[src/hdl/rab_pkg.sv]
// shared types, constants and helpers for the rgba alpha blend pipeline
package rab_pkg;

  // channel layout of a pixel word
  localparam int NumChan   = 4;
  localparam int NumColor  = 3;
  localparam int ChanW     = 8;
  localparam int ProdW     = 2 * ChanW;
  localparam int NumCells  = ChanW;

  localparam int ChRed   = 0;
  localparam int ChGreen = 1;
  localparam int ChBlue  = 2;
  localparam int ChAlpha = 3;

  typedef logic [ChanW-1:0] chan_t;
  typedef logic [NumChan-1:0][ChanW-1:0] pixel_t;
  typedef logic [NumColor-1:0][ChanW-1:0] color_t;

  // payload carried along the divider cell row
  typedef struct packed {
    color_t rem;     // partial remainder per color channel
    color_t low;     // dividend bits not yet consumed, msb first
    color_t quot;    // quotient bits produced so far
    chan_t  oa;      // result alpha, the divisor
    pixel_t src;     // source pixel for the copy and zero alpha cases
    logic   bypass;  // blending disabled for this transaction
  } div_t;

  // floor(x / 255) for x up to 255 * 255
  function automatic chan_t div255(input logic [ProdW-1:0] x);
    logic [ProdW:0] t;
    t = {1'b0, x} + {9'd0, x[ProdW-1:ChanW]} + {{ProdW{1'b0}}, 1'b1};
    return t[ProdW-1:ChanW];
  endfunction

endpackage

[src/hdl/rgba_alpha_blend_unit.sv]
// top level: rgba alpha blend, three prep stages then a row of divider cells
// 3 prep stages, then 8 divider cells, one quotient bit per channel per cell
// throughput: one pixel per cycle while out_ready is high
// every stage holds its own valid bit, so bubbles collapse under output stall
// reset (synchronous, active high) empties all stages and sets blend_enable to 1
module rgba_alpha_blend_unit import rab_pkg::*; (
  input  logic  clk,
  input  logic  rst,
  input  logic  cfg_write,
  input  logic  cfg_data,
  input  logic  in_valid,
  output logic  in_ready,
  input  chan_t src_red,
  input  chan_t src_green,
  input  chan_t src_blue,
  input  chan_t src_alpha,
  input  chan_t dst_red,
  input  chan_t dst_green,
  input  chan_t dst_blue,
  input  chan_t dst_alpha,
  output logic  out_valid,
  input  logic  out_ready,
  output chan_t out_red,
  output chan_t out_green,
  output chan_t out_blue,
  output chan_t out_alpha
);

  logic   blend_enable;
  pixel_t src_pix, dst_pix;
  logic   use_quot;
  div_t   last;

  logic [NumCells:0] chain_valid;
  logic [NumCells:0] chain_ready;
  div_t              chain_data [NumCells+1];

  // configuration register
  always_ff @(posedge clk) begin
    if (rst) begin
      blend_enable <= 1'b1;
    end else if (cfg_write) begin
      blend_enable <= cfg_data;
    end
  end

  // pack pixel ports
  always_comb begin
    src_pix[ChRed]   = src_red;
    src_pix[ChGreen] = src_green;
    src_pix[ChBlue]  = src_blue;
    src_pix[ChAlpha] = src_alpha;
    dst_pix[ChRed]   = dst_red;
    dst_pix[ChGreen] = dst_green;
    dst_pix[ChBlue]  = dst_blue;
    dst_pix[ChAlpha] = dst_alpha;
  end

  // alpha and dividend pipeline
  rab_prep u_prep (
    .clk          (clk),
    .rst          (rst),
    .in_valid     (in_valid),
    .in_ready     (in_ready),
    .src          (src_pix),
    .dst          (dst_pix),
    .blend_enable (blend_enable),
    .out_valid    (chain_valid[0]),
    .out_ready    (chain_ready[0]),
    .out_data     (chain_data[0])
  );

  // divider cell row
  for (genvar i = 0; i < NumCells; i++) begin : g_cell
    rab_div_cell u_cell (
      .clk       (clk),
      .rst       (rst),
      .in_valid  (chain_valid[i]),
      .in_ready  (chain_ready[i]),
      .in_data   (chain_data[i]),
      .out_valid (chain_valid[i+1]),
      .out_ready (chain_ready[i+1]),
      .out_data  (chain_data[i+1])
    );
  end

  assign chain_ready[NumCells] = out_ready;
  assign last                  = chain_data[NumCells];

  // result select: copy source on bypass or zero result alpha
  assign use_quot  = !last.bypass && (last.oa != '0);
  assign out_valid = chain_valid[NumCells];
  assign out_red   = use_quot ? last.quot[ChRed]   : last.src[ChRed];
  assign out_green = use_quot ? last.quot[ChGreen] : last.src[ChGreen];
  assign out_blue  = use_quot ? last.quot[ChBlue]  : last.src[ChBlue];
  assign out_alpha = last.bypass ? last.src[ChAlpha] : last.oa;

`ifndef NO_ASSERTIONS
  // input is refused only when every stage downstream holds a transaction
  a_full_when_stalled: assert property (@(posedge clk) disable iff (rst)
    !in_ready |-> (&chain_valid) && !out_ready)
    else $error("input stalled with a bubble in the pipeline");
`endif

endmodule

[src/hdl/rab_prep.sv]
// front pipeline: result alpha, channel weights and per-channel dividends
module rab_prep import rab_pkg::*; (
  input  logic   clk,
  input  logic   rst,
  input  logic   in_valid,
  output logic   in_ready,
  input  pixel_t src,
  input  pixel_t dst,
  input  logic   blend_enable,
  output logic   out_valid,
  input  logic   out_ready,
  output div_t   out_data
);

  // stage registers
  logic               v1, v2, v3;
  logic               rdy1, rdy2, rdy3;
  pixel_t             s1, s2;
  color_t             d1, d2;
  chan_t              d1_alpha;
  logic [ProdW-1:0]   p1;
  logic               byp1, byp2;
  chan_t              oa2, w2;
  div_t               data3;

  // combinational values between stages
  logic [ChanW:0]     oa_sum;
  chan_t              oa_next;
  logic [NumColor-1:0][ProdW-1:0] num;

  // per-stage ready: a stage moves when empty or when its successor moves
  assign rdy3     = !v3 || out_ready;
  assign rdy2     = !v2 || rdy3;
  assign rdy1     = !v1 || rdy2;
  assign in_ready = rdy1;

  // result alpha: sa + da - floor(sa*da/255)
  assign oa_sum  = {1'b0, s1[ChAlpha]} + {1'b0, d1_alpha} - {1'b0, div255(p1)};
  assign oa_next = oa_sum[ChanW-1:0];

  // weighted sums s*sa + d*(oa-sa)
  always_comb begin
    for (int c = 0; c < NumColor; c++) begin
      num[c] = ProdW'(s2[c]) * ProdW'(s2[ChAlpha]) + ProdW'(d2[c]) * ProdW'(w2);
    end
  end

  // valid bits
  always_ff @(posedge clk) begin
    if (rst) begin
      v1 <= 1'b0;
      v2 <= 1'b0;
      v3 <= 1'b0;
    end else begin
      if (rdy1) v1 <= in_valid;
      if (rdy2) v2 <= v1;
      if (rdy3) v3 <= v2;
    end
  end

  // stage 1: capture pixels and the alpha product
  always_ff @(posedge clk) begin
    if (in_valid && rdy1) begin
      s1       <= src;
      d1       <= dst[NumColor-1:0];
      d1_alpha <= dst[ChAlpha];
      p1       <= ProdW'(src[ChAlpha]) * ProdW'(dst[ChAlpha]);
      byp1     <= !blend_enable;
    end
  end

  // stage 2: result alpha and destination weight
  always_ff @(posedge clk) begin
    if (v1 && rdy2) begin
      s2   <= s1;
      d2   <= d1;
      oa2  <= oa_next;
      w2   <= oa_next - s1[ChAlpha];
      byp2 <= byp1;
    end
  end

  // stage 3: split each dividend into remainder seed and low bits
  always_ff @(posedge clk) begin
    if (v2 && rdy3) begin
      for (int c = 0; c < NumColor; c++) begin
        data3.rem[c] <= num[c][ProdW-1:ChanW];
        data3.low[c] <= num[c][ChanW-1:0];
      end
      data3.quot   <= '0;
      data3.oa     <= oa2;
      data3.src    <= s2;
      data3.bypass <= byp2;
    end
  end

  assign out_valid = v3;
  assign out_data  = data3;

`ifndef NO_ASSERTIONS
  // the destination weight never goes negative
  a_weight_nonneg: assert property (@(posedge clk) disable iff (rst)
    v2 && !byp2 |-> oa2 >= s2[ChAlpha])
    else $error("result alpha below source alpha");

  // quotient fits eight bits: the dividend high byte stays below the divisor
  a_quot_fits: assert property (@(posedge clk) disable iff (rst)
    v3 && !data3.bypass && data3.oa != '0 |->
      data3.rem[ChRed] < data3.oa && data3.rem[ChGreen] < data3.oa &&
      data3.rem[ChBlue] < data3.oa)
    else $error("dividend too large for an eight bit quotient");
`endif

endmodule

[src/hdl/rab_div_cell.sv]
// one restoring-division cell: one quotient bit per color channel
module rab_div_cell import rab_pkg::*; (
  input  logic clk,
  input  logic rst,
  input  logic in_valid,
  output logic in_ready,
  input  div_t in_data,
  output logic out_valid,
  input  logic out_ready,
  output div_t out_data
);

  logic valid;
  div_t data;
  div_t data_next;
  logic [ChanW:0] trial;

  assign in_ready = !valid || out_ready;

  // shift in the next dividend bit and try to subtract the divisor
  always_comb begin
    data_next = in_data;
    trial     = '0;
    for (int c = 0; c < NumColor; c++) begin
      trial = {in_data.rem[c], in_data.low[c][ChanW-1]};
      data_next.low[c] = {in_data.low[c][ChanW-2:0], 1'b0};
      if (trial >= {1'b0, in_data.oa}) begin
        data_next.rem[c]  = ChanW'(trial - {1'b0, in_data.oa});
        data_next.quot[c] = {in_data.quot[c][ChanW-2:0], 1'b1};
      end else begin
        data_next.rem[c]  = trial[ChanW-1:0];
        data_next.quot[c] = {in_data.quot[c][ChanW-2:0], 1'b0};
      end
    end
  end

  always_ff @(posedge clk) begin
    if (rst) begin
      valid <= 1'b0;
    end else if (in_ready) begin
      valid <= in_valid;
    end
  end

  always_ff @(posedge clk) begin
    if (in_valid && in_ready) begin
      data <= data_next;
    end
  end

  assign out_valid = valid;
  assign out_data  = data;

`ifndef NO_ASSERTIONS
  // partial remainder stays below the divisor
  a_rem_bound: assert property (@(posedge clk) disable iff (rst)
    valid && !data.bypass && data.oa != '0 |->
      data.rem[ChRed] < data.oa && data.rem[ChGreen] < data.oa &&
      data.rem[ChBlue] < data.oa)
    else $error("partial remainder out of range");
`endif

endmodule
[config.mk]
export PLATFORM = sky130hd
export DESIGN_NAME = rgba_alpha_blend_unit
export DESIGN_NICKNAME = d
export VERILOG_FILES = /design/src/hdl/rab_pkg.sv /design/src/hdl/rgba_alpha_blend_unit.sv /design/src/hdl/rab_prep.sv /design/src/hdl/rab_div_cell.sv
export SDC_FILE = /design/constraint.sdc
export NUM_CORES = 2
export LEC_CHECK = 0
export BUFFER_PORTS_ARGS = -buffer_cell sky130_fd_sc_hd__buf_2
export CORE_MARGIN = 2
export CORE_UTILIZATION = 45
export DETAILED_ROUTE_END_ITERATION = 10
export PLACE_DENSITY = 0.61
export SLEW_MARGIN = 20
export SYNTH_ARGS = -nofsm -noshare
export SYNTH_HDL_FRONTEND = slang
export SYNTH_SLANG_ARGS = --single-unit
export TNS_END_PERCENT = 30
[constraint.sdc]
create_clock -name clk -period 11.3 [get_ports clk]
set_input_delay 0.565 -clock clk [delete_from_list [all_inputs] [get_ports clk]]
set_output_delay 0.565 -clock clk [all_outputs]
set_load 0.03 [all_outputs]
# == Word-level counts from Yosys, hierarchy flattened ==
# Cells that the tools add are included.
# totals
in_bits,70
ff_bits,943
out_inout_bits,34
wordCells,304
# classes
n_reduce_logical,37
order_cmp,24
addsub,29
mux,49
multipliers,7
# op_table
op,n
9-bit by 8-bit >= comparator with 1-bit output,24
8-bit two-way mux,25
8-bit subtractor,23
8-bit by 8-bit multiplier with 16-bit output,7
16-bit adder,3
1-bit two-way mux,24
16-bit by 1-bit adder with 16-bit output (second input constant),1
16-bit by 8-bit adder with 16-bit output,1
1-bit zero test,13
1-bit logical AND,12
1-bit logical OR,11
8-bit adder,1
8-bit nonzero test,1

# == Depth between registers and ports, before layout ==
# logic_depth
depth_word,13
depth_mapped,22
ltp_nobuf,21

# == Hierarchy ==
# A second synthesis with hierarchy kept.
# hier_totals
hier_cells,4558
area_unflattened_um2,63492.1
# by_module_without_submodules
module,n_inst,area_each_um2,seq_area_each_um2,cells_per_inst
rab_div_cell,8,4924.7,3323.2,302
rab_prep,1,23562.6,7357.1,2101
rgba_alpha_blend_unit,1,531.8,20.0,41

# == Worst setup path before layout ==
# No wires, ideal clock.
# synth_path
path_kind,input-to-reg
start,in out_ready
end,"reg g_cell[4].u_cell.data, in the netlist g_cell[4].u_cell.out_data[0] (enable)"
stages,3
required_time_ns,10.627
n_path_buf,0
setup_time_ns,0.673
arrival_time_ns,7.308
slack_ns,3.319
path_cell_list,nor2b_1 -> and3_1 -> a21boi_0
# synth_between
elab_chain_len,5
# synth_rtl
item,line_no,text
start: declaration,rgba_alpha_blend_unit.sv:22,"input logic out_ready,"
1-bit logical OR (4 in series),rab_div_cell.sv:18,assign in_ready = !valid || out_ready;
1-bit logical AND,rab_div_cell.sv:46,if (in_valid && in_ready) begin
end signal: assignment,rab_div_cell.sv:47,data <= data_next;
end: declaration,rab_div_cell.sv:14,div_t data;
# Every way passes these cells.
# A chain may end at the register's enable or synchronous reset.

==> flow_summary.yaml <==
sta:
  final_cycle_share: 0.563
  final.setup.tns_ns: 0
  count_of_pins_over_their_slew_limit: 0
  post_route_clock_skew_ns: 0.0377
  min_period_ns: 6.36
  f_max_mhz: 157
  finalSetupViolations: 0
  max-slew-margin-rel: 0.241
  setup_repair_after_global_routing_missed_its_margin: "false"
  final_hold_viol_count: 0
  tightest_slew_ns: 1.14
detailed_routing:
  drt_pass1_iterations: 5
  remaining_drc_errors: 0
  detail_route.iter0.violations: 1546
  routed_wire_length_per_instance_microns: 18.0
  detail_route.vias_per_cell: 4.96
  drtAntennaViolNets: 0
  routed-via-count: 29400
  routed_wl_mm: 107
yosys:
  yosys.cell_types.count: 54
  synth_seq_area_share: 0.515
  synthesis.area_sq_mm: 0.0547
  dominantRegCellSynth: "sky130_fd_sc_hd__edfxtp_1"
  async_reset_ff_frac: 0
  synth.top_cells.by_area: "sky130_fd_sc_hd__edfxtp_1 51%, sky130_fd_sc_hd__fa_1 13%, sky130_fd_sc_hd__ha_1 10%"
  syn_nets: 4912
  syn-instance-count: 4050
  synth_edf_count: 931
  syn-mean-instance-area_sq_um: 13.5
  share_of_the_synthesized_area_in_the_top_cell_type: 0.511
  synth_top_area_cell: "sky130_fd_sc_hd__edfxtp_1"
  yosys_register_bits: 943
  yosysWarnings: 0
worst_setup_path:
  setup.worst_path.end_class: "flop"
  crit_fanout: 25
  critical_path.cell_chain: "nand2_1, fa_1, inv_1, fa_1, inv_1, fa_1, fa_1, fa_1, fa_1, inv_1, ha_1, o21a_1, o21a_1, nor2b_1, a221o_1, a21oi_1, a21oi_1, xnor2_1"
  setup.worst_path.start_class: "flop"
  timing.critical_path.arrival_ns: 6.77
  path_buf_inv: 3
  timing.critical_path.depth: 18
  cpMaxStageDelayCell: "sky130_fd_sc_hd__edfxtp_1"
  crit_family: "adder cells"
  ff2ff_path_depth: 18
  cpPeakStageDelay_ns: 1.08
  worstSetupPathType: "flop to flop"
  cp_common_cell: "sky130_fd_sc_hd__fa_1"
  critPathRequiredTime_ns: 11.71
clock_network:
  tritoncts: "yes"
  cts_repair_resize_count: 0
  cts_buffers: 97
  root_buffer: "sky130_fd_sc_hd__clkbuf_16"
  cts.sinks: 943
  cts-htree-levels: 3
  cts-root-to-sink-buffers: 3
  holdBufCountCts: 0
  post_cts_buffers: 0
  clock_insertion_delay_worst_skew_ns: 0.69
  clk_pin_slew_worst_paths_ns: 0.06
run:
  max_cap_violations: 0
die:
  core_region_area_sq_mm: 0.120
  die_width_microns: 353
  design.die.area_sq_mm: 0.124
  rows: 127
  floorplan.initialDensity: 0.455
  floorplan.die.height_microns: 353
  number_of_ports_placed_on_the_die_boundary: 104
placement:
  dp_hpwl_mm: 80.6
  buffer_ports.inserted: 103
  finalWeightedCongestion: 0.850
global_route:
  grt_total_usage: 0.176
  overflow: 0
  grt_first_pass_wirelength_mm: 171
  grt_antenna_before_repair: 2
  grt_max_degree: 70
  number_of_global_route_vias_before_repair: 30600
cells_and_area:
  drive_above_1_share: 0.122
  area.growth.synth_to_final_pct: 10.9
  fillerInstances: 10400
  num-nets-final: 5095
worst_hold_path:
  worst_hold_path_cells: 1
  worstHoldPathType: "input port to flop"
outcome:
  run_status: "finished clean"
[registers in the layout, summed over array words and instances, names as in the netlist]
name and flops:
g_cell.u_cell.out_valid 8, u_prep.byp2 1, u_prep.out_valid 1, u_prep.s1 32, u_prep.d1_alpha 8, u_prep.w2 8, u_prep.out_data 89, blend_enable 1
u_prep.byp1 1, u_prep.oa2 8, u_prep.v2 1, g_cell.u_cell.out_data 688, u_prep.v1 1, u_prep.p1 16, u_prep.d1 24, u_prep.s2 32
u_prep.d2 24
[logic make-up after synthesis]
logic type               share of synthesized area
flip-flops                                   0.515
AND/OR/NAND/NOR                             0.0814
adder cells (fa/ha/maj)                      0.230
buffers and inverters                       0.0461
AO/OA/AOI/OAI                               0.0670
multiplexers                                0.0370
XOR/XNOR                                    0.0237
[per-layer routing]
metal,global-route usage,share of wire,up-vias
met2,0.301,0.49,484
met1,0.231,0.44,14500
met5,0,0,-
li1,-,-,14300
met4,0.0596,0.035,0
met3,0.0230,0.033,149
[synth_stat cells, types with 7 or more instances]
master	number
sky130_fd_sc_hd__fa_1	353
sky130_fd_sc_hd__nor2_1	133
sky130_fd_sc_hd__a21boi_0	41
sky130_fd_sc_hd__mux2i_1	48
sky130_fd_sc_hd__mux2_2	136
sky130_fd_sc_hd__nand2b_1	51
sky130_fd_sc_hd__a21oi_2	22
sky130_fd_sc_hd__a21oi_1	82
sky130_fd_sc_hd__o21bai_1	12
sky130_fd_sc_hd__ha_1	439
sky130_fd_sc_hd__o31ai_4	18
sky130_fd_sc_hd__o21a_1	53
sky130_fd_sc_hd__dfxtp_1	12
sky130_fd_sc_hd__and2_1	291
sky130_fd_sc_hd__inv_1	635
sky130_fd_sc_hd__nor2b_1	58
sky130_fd_sc_hd__o21ai_0	81
sky130_fd_sc_hd__a211oi_1	8
sky130_fd_sc_hd__o21ai_2	19
sky130_fd_sc_hd__a211oi_4	18
sky130_fd_sc_hd__a21o_1	51
sky130_fd_sc_hd__nand4_1	45
sky130_fd_sc_hd__nor3_1	41
sky130_fd_sc_hd__nor4_1	7
sky130_fd_sc_hd__edfxtp_1	931
sky130_fd_sc_hd__xor2_1	46
sky130_fd_sc_hd__xnor2_1	102
sky130_fd_sc_hd__clkbuf_1	35
sky130_fd_sc_hd__nand2_1	211
sky130_fd_sc_hd__a21boi_2	18
[metrics by stage]
step / std cells / hold slack [ns] / util / setup slack, ns / area, sq um
global placement: 5746 / 0.401 / 0.477 / 5.07 / 57400
finish: 5927 / 0.0575 / 0.504 / 4.94 / 60700
CTS: 5925 / 0.00342 / 0.504 / 4.99 / 60700
global route: 5925 / 0.000614 / 0.504 / 4.67 / 60700
detailed placement: 5746 / 0.405 / 0.477 / 5.00 / 57400
floorplan: 4050 / 0.400 / - / 3.32 / 54700
[final cells by class]
class,count,area [sq um],share of cell area
multi-input cells,2435,24100,0.397
diodes,2,5.00,0.0000825
well taps,1612,2020,0.0332
inverters,635,2380,0.0393
repair buffers,121,651,0.0107
clock inverters,65,826,0.0136
flip-flops and latches,943,28200,0.465
clock buffers,114,2490,0.0411
[placed cells by master, fill, tap and decap left out, drive strengths merged, types with 19 or more instances in the layout]
| cell type | n |
|---|---|
| xor2 | 46 |
| a21boi | 59 |
| a211oi | 26 |
| nor2 | 133 |
| clkbuf | 114 |
| clkinv | 37 |
| a21oi | 104 |
| edfxtp | 931 |
| o21ai | 105 |
| nor2b | 58 |
| nand4 | 45 |
| xnor2 | 102 |
| fa | 353 |
| mux2i | 48 |
| mux2 | 137 |
| and2 | 291 |
| o31ai | 19 |
| nand2b | 51 |
| nand2 | 211 |
| inv | 639 |
| a21o | 51 |
| ha | 439 |
| nor3 | 41 |
| buf | 121 |
| o21a | 53 |
[worst reg2reg max path, cell delays in order (launching register included)]
cell	delay [ns]
sky130_fd_sc_hd__edfxtp_1	1.08
sky130_fd_sc_hd__nand2_1	0.19
sky130_fd_sc_hd__fa_1	0.58
sky130_fd_sc_hd__inv_1	0.05
sky130_fd_sc_hd__fa_1	0.53
sky130_fd_sc_hd__inv_1	0.06
sky130_fd_sc_hd__fa_1	0.48
sky130_fd_sc_hd__fa_1	0.56
sky130_fd_sc_hd__fa_1	0.44
sky130_fd_sc_hd__fa_1	0.50
sky130_fd_sc_hd__inv_1	0.04
sky130_fd_sc_hd__ha_1	0.33
sky130_fd_sc_hd__o21a_1	0.20
sky130_fd_sc_hd__o21a_1	0.18
sky130_fd_sc_hd__nor2b_1	0.13
sky130_fd_sc_hd__a221o_1	0.30
sky130_fd_sc_hd__a21oi_1	0.22
sky130_fd_sc_hd__a21oi_1	0.11
sky130_fd_sc_hd__xnor2_1	0.13
[path summary, 6_finish.rpt]
path | start | endpoint | slack [ns]
worst max-delay path | u_prep.s2[25] | u_prep.out_data[104] | 4.94
worst min-delay path | src_blue[2] | u_prep.s1[18] | 0.06
worst max register to register | u_prep.s2[25] | u_prep.out_data[104] | 4.94
worst min register to register | g_cell[3].u_cell.out_data[52] | g_cell[4].u_cell.out_data[53] | 0.39
Power is left out: the tool's default activity adds up to more than one toggle a clock period on the data nets, which glitch-free logic cannot reach.
